$ cat src/rtl/core/sbm_pkg.sv
// ----------------------------------------------------------------------------
// sbm_pkg
// Shared types and constants for the stereo block-match disparity core.
// ----------------------------------------------------------------------------
package sbm_pkg;

  // Coordinate width: holds frame sizes up to 127 plus window reach and offset.
  localparam int CoordW     = 8;
  localparam int OffW       = 6;
  localparam int PixW       = 8;
  localparam int TermW      = 2 * PixW;
  localparam int CostW      = 24;
  localparam int CfgIdxW    = 3;
  localparam int CfgDataW   = 7;
  localparam int MaxOffset  = 63;
  localparam int DepthScale = 3;

  localparam logic [CostW-1:0] CostMax = {CostW{1'b1}};

  typedef enum logic [CfgIdxW-1:0] {
    REG_METRIC   = 3'd0,
    REG_REF_SIDE = 3'd1,
    REG_MAX_DISP = 3'd2,
    REG_HALF_WIN = 3'd3,
    REG_FRAME_W  = 3'd4,
    REG_FRAME_H  = 3'd5
  } cfg_reg_e;

  typedef enum logic {
    CMD_STORE = 1'b0,
    CMD_QUERY = 1'b1
  } cmd_e;

  typedef enum logic {
    METRIC_SSD = 1'b0,
    METRIC_SAD = 1'b1
  } metric_e;

  typedef enum logic {
    REF_LEFT  = 1'b0,
    REF_RIGHT = 1'b1
  } ref_side_e;

  typedef enum logic [1:0] {
    ST_IDLE,
    ST_SWEEP,
    ST_DRAIN
  } sbm_state_e;

  typedef struct packed {
    metric_e     metric;
    ref_side_e   ref_side;
    logic [5:0]  max_disparity;
    logic [2:0]  half_window;
    logic [6:0]  frame_width;
    logic [6:0]  frame_height;
  } cfg_t;

  typedef struct packed {
    cmd_e        command;
    logic [5:0]  pos_x;
    logic [5:0]  pos_y;
    logic [7:0]  left_pixel;
    logic [7:0]  right_pixel;
  } in_item_t;

  typedef struct packed {
    logic [5:0]  disparity;
    logic [7:0]  depth_byte;
    logic [23:0] best_cost;
  } out_item_t;

  // controller -> datapath
  typedef struct packed {
    logic store;
    logic load;
    logic step;
    logic publish;
  } ctrl_cmd_t;

  // datapath -> controller
  typedef struct packed {
    logic is_store;
    logic query_hit;
    logic last_issue;
    logic busy;
    logic out_full;
  } dp_status_t;

endpackage

$ cat src/rtl/core/sbm_ctrl.sv
// ----------------------------------------------------------------------------
// sbm_ctrl
// Sequencer: takes requests, runs the offset/window sweep, publishes results.
// ----------------------------------------------------------------------------
module sbm_ctrl (
  input  logic                 clk_i,
  input  logic                 rst_ni,
  input  logic                 in_valid_i,
  output logic                 in_stall_o,
  input  sbm_pkg::dp_status_t  status_i,
  output sbm_pkg::ctrl_cmd_t   cmd_o
);

  sbm_pkg::sbm_state_e state_q, state_d;
  logic                accept;

  assign in_stall_o = (state_q != sbm_pkg::ST_IDLE);
  assign accept     = in_valid_i && !in_stall_o;

  always_ff @(posedge clk_i or negedge rst_ni) begin
    if (!rst_ni) begin
      state_q <= sbm_pkg::ST_IDLE;
    end else begin
      state_q <= state_d;
    end
  end

  // next state
  always_comb begin
    state_d = state_q;
    case (state_q)
      sbm_pkg::ST_IDLE: begin
        if (accept && status_i.query_hit) begin
          state_d = sbm_pkg::ST_SWEEP;
        end
      end
      sbm_pkg::ST_SWEEP: begin
        if (status_i.last_issue) begin
          state_d = sbm_pkg::ST_DRAIN;
        end
      end
      sbm_pkg::ST_DRAIN: begin
        if (!status_i.busy && !status_i.out_full) begin
          state_d = sbm_pkg::ST_IDLE;
        end
      end
      default: state_d = sbm_pkg::ST_IDLE;
    endcase
  end

  // outputs
  always_comb begin
    cmd_o = '0;
    case (state_q)
      sbm_pkg::ST_IDLE: begin
        cmd_o.store = accept && status_i.is_store;
        cmd_o.load  = accept && status_i.query_hit;
      end
      sbm_pkg::ST_SWEEP: begin
        cmd_o.step = 1'b1;
      end
      sbm_pkg::ST_DRAIN: begin
        cmd_o.publish = !status_i.busy && !status_i.out_full;
      end
      default: cmd_o = '0;
    endcase
  end

endmodule

$ cat config.mk
export PLATFORM = sky130hd
export DESIGN_NAME = sbm_ctrl
export DESIGN_NICKNAME = d
export VERILOG_FILES = /design/src/rtl/core/sbm_pkg.sv /design/src/rtl/core/sbm_ctrl.sv
export SDC_FILE = /design/constraint.sdc
export NUM_CORES = 1
export LEC_CHECK = 0
export BUFFER_PORTS_ARGS = -buffer_cell sky130_fd_sc_hd__buf_2
export CELL_PAD_IN_SITES_DETAIL_PLACEMENT = 0
export CELL_PAD_IN_SITES_GLOBAL_PLACEMENT = 1
export CORE_AREA = 2 2 39 41
export CTS_BUF_LIST = sky130_fd_sc_hd__clkbuf_4
export CTS_CLUSTER_SIZE = 30
export DETAILED_ROUTE_END_ITERATION = 7
export DIE_AREA = 0 0 41 43
export PLACE_DENSITY = 0.51
export SYNTH_ARGS = -nofsm -noshare
export SYNTH_HDL_FRONTEND = slang
export SYNTH_SLANG_ARGS = --single-unit
$ cat constraint.sdc
create_clock -name clk_i -period 1.2 [get_ports clk_i]
set_input_delay 0.24 -clock clk_i [delete_from_list [all_inputs] [get_ports clk_i]]
set_output_delay 0.24 -clock clk_i [all_outputs]
set_load 0.05 [all_outputs]
# Word-level counts from Yosys, hierarchy flattened
# Cells that the tools add are included.
# W data, S select, Z words.
# word_totals
register_bits,2
inputBits,8
output_inout_bits,5
# op_classes
n_eq_ne,5
mux,7
reduce_logical,10
# ops
op,count
$mux W2,4
$ne A2 B2 Y1 const B,3
$pmux W2 S3,1
$logic_and A1 B1 Y1,4
$logic_not A1 Y1,3
$reduce_and A3 Y1,1
$eq A2 B1 Y1 const B,1
$eq A2 B2 Y1 const B,1
$logic_not A2 Y1,1
$mux W1,2
$reduce_bool A2 Y1,1

# Logic depth before layout (Yosys ltp)
# depth
ltp_word,6
depth_mapped,2
mapped_depth_nobuf,2

# Least setup slack after synthesis
# OpenSTA, ideal clock, no wires.
# synth_path
path_kind,flip-flop to output port
from,register state_q[0]
to,output port cmd_o[0] in the netlist's numbering
arrival_ns,1.559
required_time_ns,0.960
path_slack_ns,-0.599
stages_incl_launch_ff,3
path_buffers,0
path_cell_list,dfrtp_1 > nand2b_1 > nor3_1
# synth_lines
item,line,rtl
from (decl),sbm_ctrl.sv:14,"sbm_pkg::sbm_state_e state_q, state_d;"
from (signal assigned),sbm_ctrl.sv:22,state_q <= sbm_pkg::ST_IDLE;
from (signal assigned),sbm_ctrl.sv:24,state_q <= state_d;
to (decl),sbm_ctrl.sv:11,output sbm_pkg::ctrl_cmd_t cmd_o

==> impl_results.md <==
- Status: finished, violations left
- Failing checks: negative setup slack
- Fin. Hold Viols: 0
- Hold WC Path Type: in2reg
- Fillers: 154
- Most frequent cells in the layout: 8 x buf_2, 3 x clkbuf_4, 3 x buf_8, 3 x buf_4
- Clk pin slew, worst setup/hold paths: 0.03 ns
- Total Routed Length: 401 um
- Core Region: 1380 um2
- Initial Util: 9.04%
- Max VDD drop: 1110 uV
- Cell row count: 14
- DRC: 0
- Largest Register: state_q
- DRT antenna net count: 0
- N_diodes: 0
- Sink Count: 2
- GRT met2 Usage: 4.38%
- Syn Nets: 22
- Max reg flops: 2
- Clk Latency, worst-skew pair: 0.22 ns
- DR iter-0 viols: 2
- Synth Area in XOR/XNOR: 0%
- Area Overhead vs Synth: 164%
- Cell count after synthesis: 14
- Pwr Total: 0.843 mW
- Initial antenna violation count: 0
- Placer Congestion: 0.645
- Distinct cells, synth: 10
- Tmin final: 1.37 ns
- Final cell count without fillers: 49
- CP Capture Type: output port
- RSZ-0062 raised after global routing: true
- Final std cell area, no fill: 330 um2
- Overflow after GRT: 0
- Period utilization: 114%
- Synthesized area: 125 um2
- Final Slew Violations: 0
- Die Y: 43 um
- Clock tree from TritonCTS: yes
- Warnings from Yosys: 0
- Max Cap Violations: 0
- PD cells: 2550 nW/um2
- Syn_area_per_cell: 8.94 um2
- Nets: 43
- Post-synthesis mux area share: 0%
- Top flop regs: state_q x2
- Clock skew: 0.000919 ns
- Simple-Gate Fraction of Synth Area: 38.0%
- GR met1 Demand/Resource: 9.39%
- Achievable Freq: 731 MHz
- Vias/cell: 3.20
- Largest net degree at the start of global routing: 5
- Sw Share: 45.9%
- Net Switching: 0.387 mW
- Setup CP Type: reg2out
- Share of layout cells above drive strength 1: 75.8%
- Cell Area, Placed: 239 um2
- Sequential power share: 13.5%
- Worst Path Arrival: 1.13 ns
- Drt first pass iters: 2
- Pint: 0.456 mW
- Dpl cells: 43
- H-tree depth: 1
- Number of global-route vias before repair: 168
- Die area: 1760 um2
- Global-route wire length before repair: 676 um
- Clk buf depth: 2
- Leak: 0.160 nW
- Worst endpoint required time: 0.96 ns
- GR Util All Layers: 6.64%
- # IOs: 13
- Post-synthesis adder-cell area fraction: 0%
- Routed len/inst: 8.18 um
- Clock power frac: 17.4%
- CTS buffer count: 3
- Synthesis-stage register bit count: 2
- Most crowded layer after global routing: met1
- GRT met3 Usage: 7.33%
- Setup-failing EPs final: 5
- Clock root cell: clkbuf_4
- CP Max Fanout: 4
- Hold_ws: 0.248 ns
- Commonest non-fill, non-tap cell in the layout: buf_2
- Via Count: 157
- Critical Path Source Type: register
- Final setup margin: -0.168 ns
- Logic pwr share: 69.1%
- Die X: 41 um
- IO buf count: 12
- Final setup TNS: -0.622 ns
- Seq/Total Area, Yosys: 40.0%
- Tightest Pin Transition: 0.249 ns
- Slew HR: 83.5%
- Combinational family with the most area after synthesis: simple AND/OR/NAND/NOR gates
- Share of the synthesized area in compound gates (AO/OA/AOI/OAI): 19.0%
## logic make-up (layout without fill, tap and decap cells)
kind of cell    Yosys count  after routing
simple gates              9              9
flops                     2              2
buf+inv                   1             20
compound gates            2              2
## final timing paths
check	end	slack (ns)	start	cells past startpoint
min in group asynchronous	state_q[0]$_DFFE_PN0P_	0.35	rst_ni	2
setup reg to reg	state_q[1]$_DFFE_PN0P_	0.23	state_q[0]$_DFFE_PN0P_	3
setup / recovery	cmd_o[2]	-0.17	state_q[0]$_DFFE_PN0P_	3
hold reg to reg	state_q[1]$_DFFE_PN0P_	0.60	state_q[0]$_DFFE_PN0P_	2
hold / removal	state_q[1]$_DFFE_PN0P_	0.25	status_i[2]	2
max in group asynchronous	state_q[1]$_DFFE_PN0P_	0.76	rst_ni	2
## synth_stat cells, drive strengths merged
library cell	number	area [um2]
nor2	3	11.3
dfrtp	2	50.1
nand2	2	7.51
o2bb2ai	2	23.8
and2b	1	8.76
inv	1	3.75
nand2b	1	6.26
nor3	1	5.00
or2	1	8.76
## area by class of cell
class	instances	area [um2]	share of cell area, %
clock buffer	3	22.5	6.82
sequential	2	50.0	15.2
multi-input combinational	11	105	31.8
timing repair buffer	16	129	39.0
inverter	1	3.75	1.14
tap	16	20.0	6.06
## per-layer routing
layer / routed length, um / vias up
li1: - / 87
met3: 73 / 0
met1: 225 / 57
met5: 0 / -
met4: 0 / 0
met2: 102 / 13
## critical path: stages, from the launching register on
cell	delay, ns
dfrtp_1	0.38
or2_4	0.29
nor2_4	0.10
buf_8	0.15
## timing repair
action / 4_1_cts / 5_1_grt
hold buffers: 1 / 0
endpoints found under the setup margin: 5 / 5
endpoints found under the hold margin: 2 / 0
setup buffers: 2 / 0
gates resized for setup: 10 / 2
pin swaps: 1 / 1
## through the flow
stage	util, %	worst slack (ns)
6_report	23.9	-0.168
2_1_floorplan	-	-0.0303
3_3_place_gp	17.3	-0.0194
3_5_place_dp	17.3	-0.0149
5_1_grt	23.9	-0.213
4_1_cts	23.3	-0.175
## power groups by stage
stage          combinational [mW]  clock (mW)  sequential, mW
6_report                    0.583       0.146           0.114
5_1_grt                     0.617       0.168           0.118
4_1_cts                     0.574       0.156           0.113
3_5_place_dp                0.447           0           0.112
3_3_place_gp                0.452           0           0.114
2_1_floorplan               0.345           0           0.109
(Power assumes the default switching activity.)
