**src/rtl/core/sbm_pkg.sv**
```systemverilog
// ----------------------------------------------------------------------------
// sbm_pkg
// Shared types and constants for the stereo block-match disparity core.
// ----------------------------------------------------------------------------
package sbm_pkg;

  // Coordinate width: holds frame sizes up to 127 plus window reach and offset.
  localparam int CoordW     = 8;
  localparam int OffW       = 6;
  localparam int PixW       = 8;
  localparam int TermW      = 2 * PixW;
  localparam int CostW      = 24;
  localparam int CfgIdxW    = 3;
  localparam int CfgDataW   = 7;
  localparam int MaxOffset  = 63;
  localparam int DepthScale = 3;

  localparam logic [CostW-1:0] CostMax = {CostW{1'b1}};

  typedef enum logic [CfgIdxW-1:0] {
    REG_METRIC   = 3'd0,
    REG_REF_SIDE = 3'd1,
    REG_MAX_DISP = 3'd2,
    REG_HALF_WIN = 3'd3,
    REG_FRAME_W  = 3'd4,
    REG_FRAME_H  = 3'd5
  } cfg_reg_e;

  typedef enum logic {
    CMD_STORE = 1'b0,
    CMD_QUERY = 1'b1
  } cmd_e;

  typedef enum logic {
    METRIC_SSD = 1'b0,
    METRIC_SAD = 1'b1
  } metric_e;

  typedef enum logic {
    REF_LEFT  = 1'b0,
    REF_RIGHT = 1'b1
  } ref_side_e;

  typedef enum logic [1:0] {
    ST_IDLE,
    ST_SWEEP,
    ST_DRAIN
  } sbm_state_e;

  typedef struct packed {
    metric_e     metric;
    ref_side_e   ref_side;
    logic [5:0]  max_disparity;
    logic [2:0]  half_window;
    logic [6:0]  frame_width;
    logic [6:0]  frame_height;
  } cfg_t;

  typedef struct packed {
    cmd_e        command;
    logic [5:0]  pos_x;
    logic [5:0]  pos_y;
    logic [7:0]  left_pixel;
    logic [7:0]  right_pixel;
  } in_item_t;

  typedef struct packed {
    logic [5:0]  disparity;
    logic [7:0]  depth_byte;
    logic [23:0] best_cost;
  } out_item_t;

  // controller -> datapath
  typedef struct packed {
    logic store;
    logic load;
    logic step;
    logic publish;
  } ctrl_cmd_t;

  // datapath -> controller
  typedef struct packed {
    logic is_store;
    logic query_hit;
    logic last_issue;
    logic busy;
    logic out_full;
  } dp_status_t;

endpackage

```
**src/rtl/core/sbm_cfg_regs.sv**
```systemverilog
// ----------------------------------------------------------------------------
// sbm_cfg_regs
// Configuration register file, written through an index/data port.
// ----------------------------------------------------------------------------
module sbm_cfg_regs (
  input  logic                          clk_i,
  input  logic                          rst_ni,
  input  logic                          cfg_valid_i,
  output logic                          cfg_ready_o,
  input  logic [sbm_pkg::CfgIdxW-1:0]   cfg_index_i,
  input  logic [sbm_pkg::CfgDataW-1:0]  cfg_data_i,
  output sbm_pkg::cfg_t                 cfg_o
);

  sbm_pkg::cfg_t cfg_q;

  assign cfg_ready_o = 1'b1;
  assign cfg_o       = cfg_q;

  always_ff @(posedge clk_i or negedge rst_ni) begin
    if (!rst_ni) begin
      cfg_q.metric        <= sbm_pkg::METRIC_SSD;
      cfg_q.ref_side      <= sbm_pkg::REF_LEFT;
      cfg_q.max_disparity <= 6'd16;
      cfg_q.half_window   <= 3'd2;
      cfg_q.frame_width   <= 7'd64;
      cfg_q.frame_height  <= 7'd64;
    end else if (cfg_valid_i && cfg_ready_o) begin
      case (sbm_pkg::cfg_reg_e'(cfg_index_i))
        sbm_pkg::REG_METRIC:   cfg_q.metric        <= sbm_pkg::metric_e'(cfg_data_i[0]);
        sbm_pkg::REG_REF_SIDE: cfg_q.ref_side      <= sbm_pkg::ref_side_e'(cfg_data_i[0]);
        sbm_pkg::REG_MAX_DISP: cfg_q.max_disparity <= cfg_data_i[5:0];
        sbm_pkg::REG_HALF_WIN: cfg_q.half_window   <= cfg_data_i[2:0];
        sbm_pkg::REG_FRAME_W:  cfg_q.frame_width   <= cfg_data_i[6:0];
        sbm_pkg::REG_FRAME_H:  cfg_q.frame_height  <= cfg_data_i[6:0];
        default: ; // unknown index: ignored
      endcase
    end
  end

endmodule

```
**config.mk**
```make
export PLATFORM = sky130hd
export DESIGN_NAME = sbm_cfg_regs
export DESIGN_NICKNAME = d
export VERILOG_FILES = /design/src/rtl/core/sbm_pkg.sv /design/src/rtl/core/sbm_cfg_regs.sv
export SDC_FILE = /design/constraint.sdc
export NUM_CORES = 1
export LEC_CHECK = 0
export BUFFER_PORTS_ARGS = -buffer_cell sky130_fd_sc_hd__clkbuf_2
export CAP_MARGIN = 20
export CORE_MARGIN = 1.5
export CORE_UTILIZATION = 25
export CTS_CLUSTER_DIAMETER = 50
export DETAILED_ROUTE_END_ITERATION = 10
export GPL_ROUTABILITY_DRIVEN = 0
export PLACE_DENSITY_LB_ADDON = 0.1
export SYNTH_ARGS = -nofsm -noshare
export SYNTH_HDL_FRONTEND = slang
export SYNTH_SLANG_ARGS = --single-unit
```
**constraint.sdc**
```tcl
create_clock -name clk_i -period 1.1 [get_ports clk_i]
set_clock_uncertainty 0.15 [all_clocks]
set_input_delay 0.22 -clock clk_i [delete_from_list [all_inputs] [get_ports clk_i]]
set_output_delay 0.22 -clock clk_i [all_outputs]
set_load 0.01 [all_outputs]
```
# After elaboration in Yosys (flattened, before gate mapping)
# Index checks and enable logic that the tools add are counted.
[op_classes]
add_sub_neg = 0
n_eq_ne = 5
n_mul = 0
n_reduce_logical = 7
shift = 0
n_bitwise = 0
n_lt_le_gt_ge = 0
mux = 0
div = 0
[op_table]
columns = ["op", "n"]
rows = [
  ["2-bit AND reduction", 6],
  ["3-bit by 2-bit == test with 1-bit output, second input constant", 2],
  ["3-bit == test, second input constant", 2],
  ["3-bit by 1-bit == test with 1-bit output, second input constant", 1],
  ["3-bit logical NOT", 1],
]
[word_totals]
ram_bits = 0
output_inout_bits = 26
in_bits = 13
mem_bits_ro = 0
n_memories = 0
latch_bits = 0
word_cells = 18
regBits = 25

# Longest topological paths before layout
# Gate-level depths: netlist of run 1.
[logic_depth]
ltp_word = 2
mapped_depth = 3

# Worst setup path after synthesis of run 1
# OpenSTA, ideal clock, no wires.
[synth_path]
path_type = "in2reg"
start = "input port cfg_index_i[0] (netlist name)"
end = "register cfg_q (netlist bit cfg_o[10])"
setup_ps = 125
cell_stages = 3
path_buffers = 1
arrival_ps = 909
setup_slack_ps = -84
path_cell_list = "and4bb_1 -> buf_6 -> mux2_4"
[synth_between]
elab_chain_cells = 2
[synth_rtl]
columns = ["element", "line_no", "text"]
rows = [
  ["start, declared", "sbm_cfg_regs.sv:10", "input logic [sbm_pkg::CfgIdxW-1:0] cfg_index_i,"],
  ["3-bit == test", "sbm_cfg_regs.sv:29", "case (sbm_pkg::cfg_reg_e'(cfg_index_i))"],
  ["2-bit AND reduction (no source line)", "n/a", ""],
  ["end, declared", "sbm_cfg_regs.sv:15", "sbm_pkg::cfg_t cfg_q;"],
]
# No other way between the ends.
# A chain may end at the register's enable or synchronous reset.

# Final worst setup path of run 1
[layout_path]
start = "register cfg_q (netlist bit cfg_o[6])"
end = "output port cfg_o[6] (netlist name)"
[layout_rtl]
columns = ["element", "line_no", "text"]
rows = [
  ["end, declared", "sbm_cfg_regs.sv:12", "output sbm_pkg::cfg_t cfg_o"],
]
# No word-level cell between the ends.

==> out/results.ini, run 1 <==
[run_status]
status=finished, violations left
violations=setup timing

[setup_path]
crit_type=reg -> out
worstPathArrival_ps=910
cp_cell_sequence=buf_6
critPathCaptureType=primary output
cp-start-kind=register
critical-path-top-delay-family=flip-flops
cp_slowest_cell=dfstp_2
required_ps=730
max_stage_delay_ps=550
crit_buf_inv=1
cp_max_fo=2

[timing]
hold_ws_ps=63.7
hold_violations=0
period_needed_ps=1280
finalCritPeriodShare_pct=116
fin_ws_ps=-175
slew_violations=0
finalSetupViolCount=26
fmax_ghz=0.784
setup_tns_ps=-1730
rsz0062_at_grt=true

[die]
die_width_um=68.3
start_util_pct=26.2
fp.coreArea_mm2=0.00406
dieArea_mm2=0.00466
ios=39
chipHeight_um=68.3
rows=23

[logic_synthesis]
syn_area_per_cell_um2=17.7
synth.area.top_cells=dfrtp_1 49%, mux2_4 18%, mux2_2 13%
yosysTopAreaCell=dfrtp_1
yosys_warnings=0
synth-main-ff-cell=dfrtp_1
synth_cells=60
synth_nets=73
synth_seq_cells=25
ys_async_sr_fraction_pct=100
synth_area_mm2=0.00106
synth.most_common_cell=dfrtp_1
synth_common_cells=21 x dfrtp_1, 13 x mux2_4, 12 x mux2_2
synth_top_area_share_pct=49.4
yosysSeqAreaShare_pct=59.2
yosysUniqueCellTypes=12
synth_edf_count=0

[global_route]
grt_max_degree=26
grt_pass1_vias=713
grt_pass1_wl_um=3550
grt_util_all_layers_pct=10.6
grt-ovfl-total=0
grt_antenna_before_repair=0

[cells_and_area]
fin_nets=128
postLayoutCoreUtil_pct=38.2
fin_cells=164
area_growth_pct=45.6
regArea_um2=631
largest_register_ffs=25
multi_input_area_um2=410
drive_above_1_share_pct=78.1
fillCellCount=409
diodes=0

[clocking]
cts_buffers=3
clock_sinks=25
clockBufferDepth=2
clk_latency_ps=260
cts_root_buf=clkbuf_8
cts.reportedPaths.clkPinSlew_ps=80
htree_levels=1
tritoncts=yes

[place]
dp_hpwl_um=1610
place_inst=148
io_buffers=37

[power]
swShare_pct=26.7
clkPwrFrac_pct=20.2
powerDensity_mw_per_mm2=1710
power.static_leakage_uw=0.000752
p_sw_uw=708
ir_worst_vdd_v=0.000656
pwr-share-comb_pct=32.4
seqPwrFrac_pct=47.4
cellInternalPower_uw=1940

[detailed_routing]
num_vias=684
drt_first_pass_iters=2
vias_per_cell=4.17
routed_wl_um=2240
antenna_left=0
drt_iter0_drc=1
remaining_drc_errors=0
wl_per_cell_um=13.6

[min_path]
hold_path.class=in -> reg

[flow_run]
max-cap-violations=0

[worst paths after layout]
| kind | depth (start not counted) | from | slack (ps) | to |
|---|---|---|---|---|
| setup reg to reg | 3 | cfg_o[17] | -50 | cfg_o[17] |
| max in group asynchronous | 3 | rst_ni | 290 | cfg_o[15] |
| setup / recovery | 1 | cfg_o[6] | -180 | cfg_o[6] |
| hold reg to reg | 1 | cfg_o[24] | 360 | cfg_o[24] |
| min in group asynchronous | 3 | rst_ni | 280 | cfg_o[10] |
| hold / removal | 2 | cfg_data_i[6] | 60 | cfg_o[13] |
[logic make-up (layout without fill, tap and decap cells)]
family                 after synthesis  in the layout  share of synthesized area [%]
buffers and inverters                3             57                           2.82
multiplexers                        25             25                           31.0
flip-flops                          25             25                           59.2
AND/OR/NAND/NOR                      6              6                           6.58
other                                1              1                          0.352
[cells in the final DEF, fill, tap and decap left out]
master and n:
and4bb_2 2, dlygate4sd3_1 1, nand4b_1 1, dfstp_2 4, nand4b_2 1, buf_4 10, mux2_2 12, buf_12 2
buf_8 1, clkinv_2 1, buf_6 9, clkbuf_2 28, dfrtp_1 21, conb_1 1, clkbuf_8 4, buf_2 1
nor4b_2 1, mux2_4 13, and4bb_1 1
[cell type report]
class | instances | area share, %
Clock buffer | 3 | 2.66
Clock inverter | 1 | 0.323
Multi-Input combinational cell | 32 | 26.5
Sequential cell | 25 | 40.7
Tap cell | 50 | 4.04
Timing Repair Buffer | 53 | 25.8
[layer usage]
metal,vias to the layer above,track usage [%],share of wire (%)
li1,323,-,-
met5,-,0,0
met1,337,14.6,47
met4,0,3.75,0.80
met2,22,16.0,45
met3,2,2.47,6.7
[per-stage QoR]
step	setup WS [ps]	area, um2	power (uW)
6_report	-175	1550	2650
2_1_floorplan	-83.7	1070	1630
3_3_place_gp	-316	1340	1930
3_5_place_dp	-316	1340	1940
5_1_grt	-208	1550	2820
4_1_cts	-206	1490	2610
[power by group through the flow]
stage                     Combinational (uW)  Sequential (uW)  Clock (uW)
after floorplan                          265             1360           0
after global placement                   662             1270           0
after detailed placement                 671             1270           0
after CTS                                791             1250         569
after global routing                     933             1290         596
final                                    859             1260         535
[timing repair]
action | 4_1_cts | 5_1_grt
resized for setup | 2 | 19
cloned | 0 | 0
hold buffers | 1 | 0
setup buffers | 9 | 3
endpoints found under the setup margin | 36 | 40
hold endpoints to repair | 25 | 0
pin swaps | 1 | 1
Note: power is estimated with default switching activity, not from simulation.
==> inputs of run 2 (changes only) <==
--- a/config.mk
+++ b/config.mk
@@ -13,6 +13,7 @@
 export DETAILED_ROUTE_END_ITERATION = 10
 export GPL_ROUTABILITY_DRIVEN = 0
 export PLACE_DENSITY_LB_ADDON = 0.1
+export RECOVER_POWER = 25
 export SYNTH_ARGS = -nofsm -noshare
 export SYNTH_HDL_FRONTEND = slang
 export SYNTH_SLANG_ARGS = --single-unit
==> run 2 against run 1 <==
The run still ends with setup timing left; count of clock-buffer cells in the layout did not move; combinational power fell by 0.8%; die area did not move; sequential share of layout area rose by 0.33 points; wire length did not move; sequential power barely moved; hold slack barely moved; cell area fell by 0.81%; sequential cell count did not move; register-to-register slack barely moved; critical path type unchanged; highest routed layer unchanged.
==> out/results.ini, run 2 (synthesis results as in run 1) <==
[clocking]
tritoncts=yes
cts_root_buf=clkbuf_8
clockBufferDepth=2
htree_levels=1
cts_buffers=3
cts.reportedPaths.clkPinSlew_ps=80
clock_sinks=25
clk_latency_ps=260

[setup_path]
worstPathArrival_ps=910
required_ps=730
max_stage_delay_ps=550
r2r_start=cfg_o[17]
cp_slowest_cell=dfstp_2
cp_max_fo=2
cp-start-kind=register
critical-path-top-delay-family=flip-flops
critPathCaptureType=primary output
reg2reg_to=cfg_o[17]
r2r_cells=3
crit_type=reg -> out
crit_buf_inv=1
cp_cell_sequence=buf_6
rrSetupSlack_ps=-50

[run_status]
status=finished, violations left
violations=setup timing

[power]
powerDensity_mw_per_mm2=1720
p_sw_uw=707
ir_worst_vdd_v=0.000656
power.static_leakage_uw=0.000748
clkPwrFrac_pct=20.2
seqPwrFrac_pct=47.5
swShare_pct=26.8
pwr-share-comb_pct=32.2
cellInternalPower_uw=1940

[global_route]
grt_util_all_layers_pct=10.6
grt_use_met1_pct=14.6
use_met3_pct=2.47
grt_max_degree=26
grt-ovfl-total=0
grt_pass1_wl_um=3550
busiest_layer=met2
grt_pass1_vias=713
grt_antenna_before_repair=0
grtUsageMet2_pct=16.0

[die]
rows=23
ios=39
start_util_pct=26.2
fp.coreArea_mm2=0.00406
die_width_um=68.3
dieArea_mm2=0.00466
chipHeight_um=68.3

[detailed_routing]
routed_wl_um=2240
antenna_left=0
num_vias=683
wl_per_cell_um=13.6
drt_iter0_drc=1
vias_per_cell=4.16
drt_first_pass_iters=2
remaining_drc_errors=0

[cells_and_area]
largest_register_ffs=25
layout_commonest_cell=clkbuf_2
layout_common_cells=28 x clkbuf_2, 21 x dfrtp_1, 13 x mux2_4
area_growth_pct=44.4
diodes=0
fin_nets=128
drive_above_1_share_pct=78.1

[timing]
period_needed_ps=1280
finalCritPeriodShare_pct=116
rsz0062_at_grt=true
hold_violations=0
finalSetupViolCount=26
fmax_ghz=0.784
slew_violations=0
fin_ws_ps=-175
setup_tns_ps=-1730

[place]
dp_hpwl_um=1610
io_buffers=37
dp_slack_ps=-316

[min_path]
holdPathEnd=cfg_o[13]
hold_depth=2
min-delay-start=cfg_data_i[6]
hold_path.class=in -> reg

[flow_run]
max-cap-violations=0

run 2: area by class of cell:
cell class	count	area, um2
fillers	411	2520
well taps	50	62.6
repair buffers	53	388
clock inverters	1	5.00
flip-flops and latches	25	631
multi-input cells	32	410
clock buffers	3	41.3
run 2: worst max-delay path by stage:
stage | endpoint | cells after the start | slack (ps) | startpoint
final | cfg_o[6] | 1 | -180 | cfg_o[6]
after global routing | cfg_o[15] | 1 | -210 | cfg_o[15]
after CTS | cfg_o[13] | 1 | -210 | cfg_o[13]
after detailed placement | cfg_o[7] | 4 | -320 | cfg_index_i[0]
after global placement | cfg_o[7] | 4 | -320 | cfg_index_i[0]
after floorplan | cfg_o[10] | 3 | -80 | cfg_index_i[0]
run 2: layer usage:
layer / part of all wire, % / routed length [um]
met4: 0.80 / 18
met3: 6.7 / 150
met2: 45 / 1020
met5: 0 / 0
met1: 47 / 1050
run 2: worst register-to-register path, cell delays in order (launching register included):
cell and delay, ps:
dfrtp_1 400, buf_4 140, buf_6 100, mux2_4 250
run 2: power by group through the flow:
stage,clock (uW),combinational [uW],sequential [uW]
after CTS,569,791,1250
after detailed placement,0,671,1270
final,535,852,1260
after floorplan,0,265,1360
after global routing,596,926,1290
after global placement,0,662,1270
run 2: per-stage QoR:
| stage | hold slack (ps) | cells | util, % | cell area (um2) | total power (uW) |
|---|---|---|---|---|---|
| final | 64.1 | 164 | 37.9 | 1540 | 2640 |
| after global routing | 56.2 | 164 | 37.9 | 1540 | 2810 |
| after CTS | 54.0 | 162 | 36.6 | 1490 | 2610 |
| after detailed placement | 32.1 | 148 | 33.1 | 1340 | 1940 |
| after global placement | 27.1 | 148 | 33.1 | 1340 | 1930 |
| after floorplan | -226 | 60 | - | 1070 | 1630 |
run 2: timing repair:
item | in CTS | in global routing
setup endpoints to repair | 36 | 40
endpoints found under the hold margin | 25 | 0
gates resized for setup | 2 | 19
hold buffers | 1 | 0
pin swaps | 1 | 1
buffers inserted | 9 | 3
==> inputs of run 3 (changes only) <==
--- a/config.mk
+++ b/config.mk
@@ -5,13 +5,14 @@
 export SDC_FILE = /design/constraint.sdc
 export NUM_CORES = 1
 export LEC_CHECK = 0
-export BUFFER_PORTS_ARGS = -buffer_cell sky130_fd_sc_hd__clkbuf_2
 export CAP_MARGIN = 20
 export CORE_MARGIN = 1.5
 export CORE_UTILIZATION = 25
 export CTS_CLUSTER_DIAMETER = 50
 export DETAILED_ROUTE_END_ITERATION = 10
+export DONT_BUFFER_PORTS = 1
 export GPL_ROUTABILITY_DRIVEN = 0
+export GPL_TIMING_DRIVEN = 0
 export PLACE_DENSITY_LB_ADDON = 0.1
 export RECOVER_POWER = 25
 export SYNTH_ARGS = -nofsm -noshare
==> run 3 against run 2 <==
The run still ends with setup timing left; sequential share of layout area up 8.6 points; final cell count down 25%; first-iteration DRC count rose to 8.0 times the previous value; wire length decreased by 5.1%; critical path depth is 1 lower; critical endpoint is now cfg_o[21]; maximum frequency up 5.4%; worst setup slack better by 65 ps; non-clock buffer count down 41; global-route usage decreased by 0.44 points; utilization is 6.6 points lower; highest routed layer unchanged; sequential power increased by 9.5%; die area did not move.
==> out/results.ini, run 3 (synthesis results as in run 1) <==
[clocking]
cts_buffers=3
clk_latency_ps=260
clock_sinks=25
htree_levels=1
cts.reportedPaths.clkPinSlew_ps=90
clockBufferDepth=2
tritoncts=yes
cts_root_buf=clkbuf_8
cts_setup_buffers=0

[place]
place_area_mm2=0.00113
dp_hpwl_um=1430
io_buffers=0

[die]
start_util_pct=26.2
fp.coreArea_mm2=0.00406
chipHeight_um=68.3
rows=23
die_width_um=68.3
ios=39
dieArea_mm2=0.00466

[timing]
hold_violations=0
slew_violations=0
period_needed_ps=1210
finalCritPeriodShare_pct=110
finalSetupViolCount=4
fin_ws_ps=-110
fmax_ghz=0.826
rsz0062_at_grt=true

[cells_and_area]
multi_input_area_um2=410
drive_above_1_share_pct=54.8
fillCellCount=402
diodes=0
layout_commonest_cell=dfrtp_1
fin_nets=87
postLayoutCoreUtil_pct=31.3
largest_register_ffs=25
layout_common_cells=21 x dfrtp_1, 13 x mux2_4, 12 x mux2_2
regArea_um2=631
final_area_mm2=0.00127
area_growth_pct=19.3

[global_route]
grt_pass1_wl_um=3280
grt_pass1_vias=647
grt_max_degree=26
grt_antenna_before_repair=0
grt-ovfl-total=0
grt_util_all_layers_pct=10.1

[setup_path]
worstPathArrival_ps=840
cp-start-kind=register
crit_type=reg -> out
required_ps=730
cp_max_fo=2
critPathCaptureType=primary output
rrSetupSlack_ps=120

[detailed_routing]
wl_per_cell_um=17.3
num_vias=557
remaining_drc_errors=0
antenna_left=0
drt_first_pass_iters=2
drt_iter0_drc=8
routed_wl_um=2120
vias_per_cell=4.53

[run_status]
status=finished, violations left
violations=setup timing

[power]
power.static_leakage_uw=0.000557
ir_worst_vdd_v=0.000940
powerDensity_mw_per_mm2=1770

[min_path]
hold_path.class=in -> reg

[flow_run]
max-cap-violations=0

[run 3: cell count changes in the layout (fill, tap and decap cells not counted), sizes merged]
cell / delta
buf: -19
clkbuf: -29
dlygate4sd3: +6
dlymetal6s4s: +1
[run 3: timing repair]
| action | 4_1_cts | 5_1_grt |
|---|---|---|
| endpoints found under the hold margin | 50 | 0 |
| hold buffers | 9 | 0 |
| endpoints found under the setup margin | 4 | 22 |
| resized for setup | 0 | 1 |
[run 3: report_power, final]
| part | internal [uW] | total (uW) | switching, uW |
|---|---|---|---|
| clock network | 253 | 531 | 278 |
| logic | 244 | 336 | 92.8 |
| registers | 1150 | 1380 | 236 |
| total | 1640 | 2250 | 607 |
[run 3: cell type report]
class	count	area share (%)
sequential	25	49.7
buffer	3	2.36
clock buffer	3	3.25
multi-input combinational	32	32.3
tap	50	4.93
clock inverter	1	0.394
timing repair buffer	9	7.09
[run 3: per-stage QoR]
stage | std cells | power, uW | setup WS, ps | setup TNS, ps | hold slack [ps]
detailed placement | 110 | 1690 | -198 | -2950 | -225
global placement | 110 | 1680 | -202 | -2990 | -225
global route | 123 | 2420 | -146 | -637 | 56.2
CTS | 123 | 2310 | -126 | -650 | 61.2
finish | 123 | 2250 | -110 | -407 | 70.0
floorplan | 60 | 1630 | -83.7 | -945 | -226
[run 3: path summary, 6_finish.rpt]
check | to | depth (start not counted) | start
setup / recovery | cfg_o[21] | 0 | cfg_o[21]
hold / removal | cfg_o[24] | 2 | cfg_index_i[1]
setup reg to reg | cfg_o[9] | 1 | cfg_o[9]
hold reg to reg | cfg_o[24] | 1 | cfg_o[24]
max in group asynchronous | cfg_o[15] | 2 | rst_ni
min in group asynchronous | cfg_o[10] | 2 | rst_ni
[run 3: per-layer routing]
metal,share of wire [%],vias up,wire [um],GRT usage (%)
li1,-,240,-,-
met1,39,289,832,10.6
met2,52,26,1100,18.1
met3,8.5,2,180,5.59
met4,0.61,0,13,1.50
met5,0,-,0,0
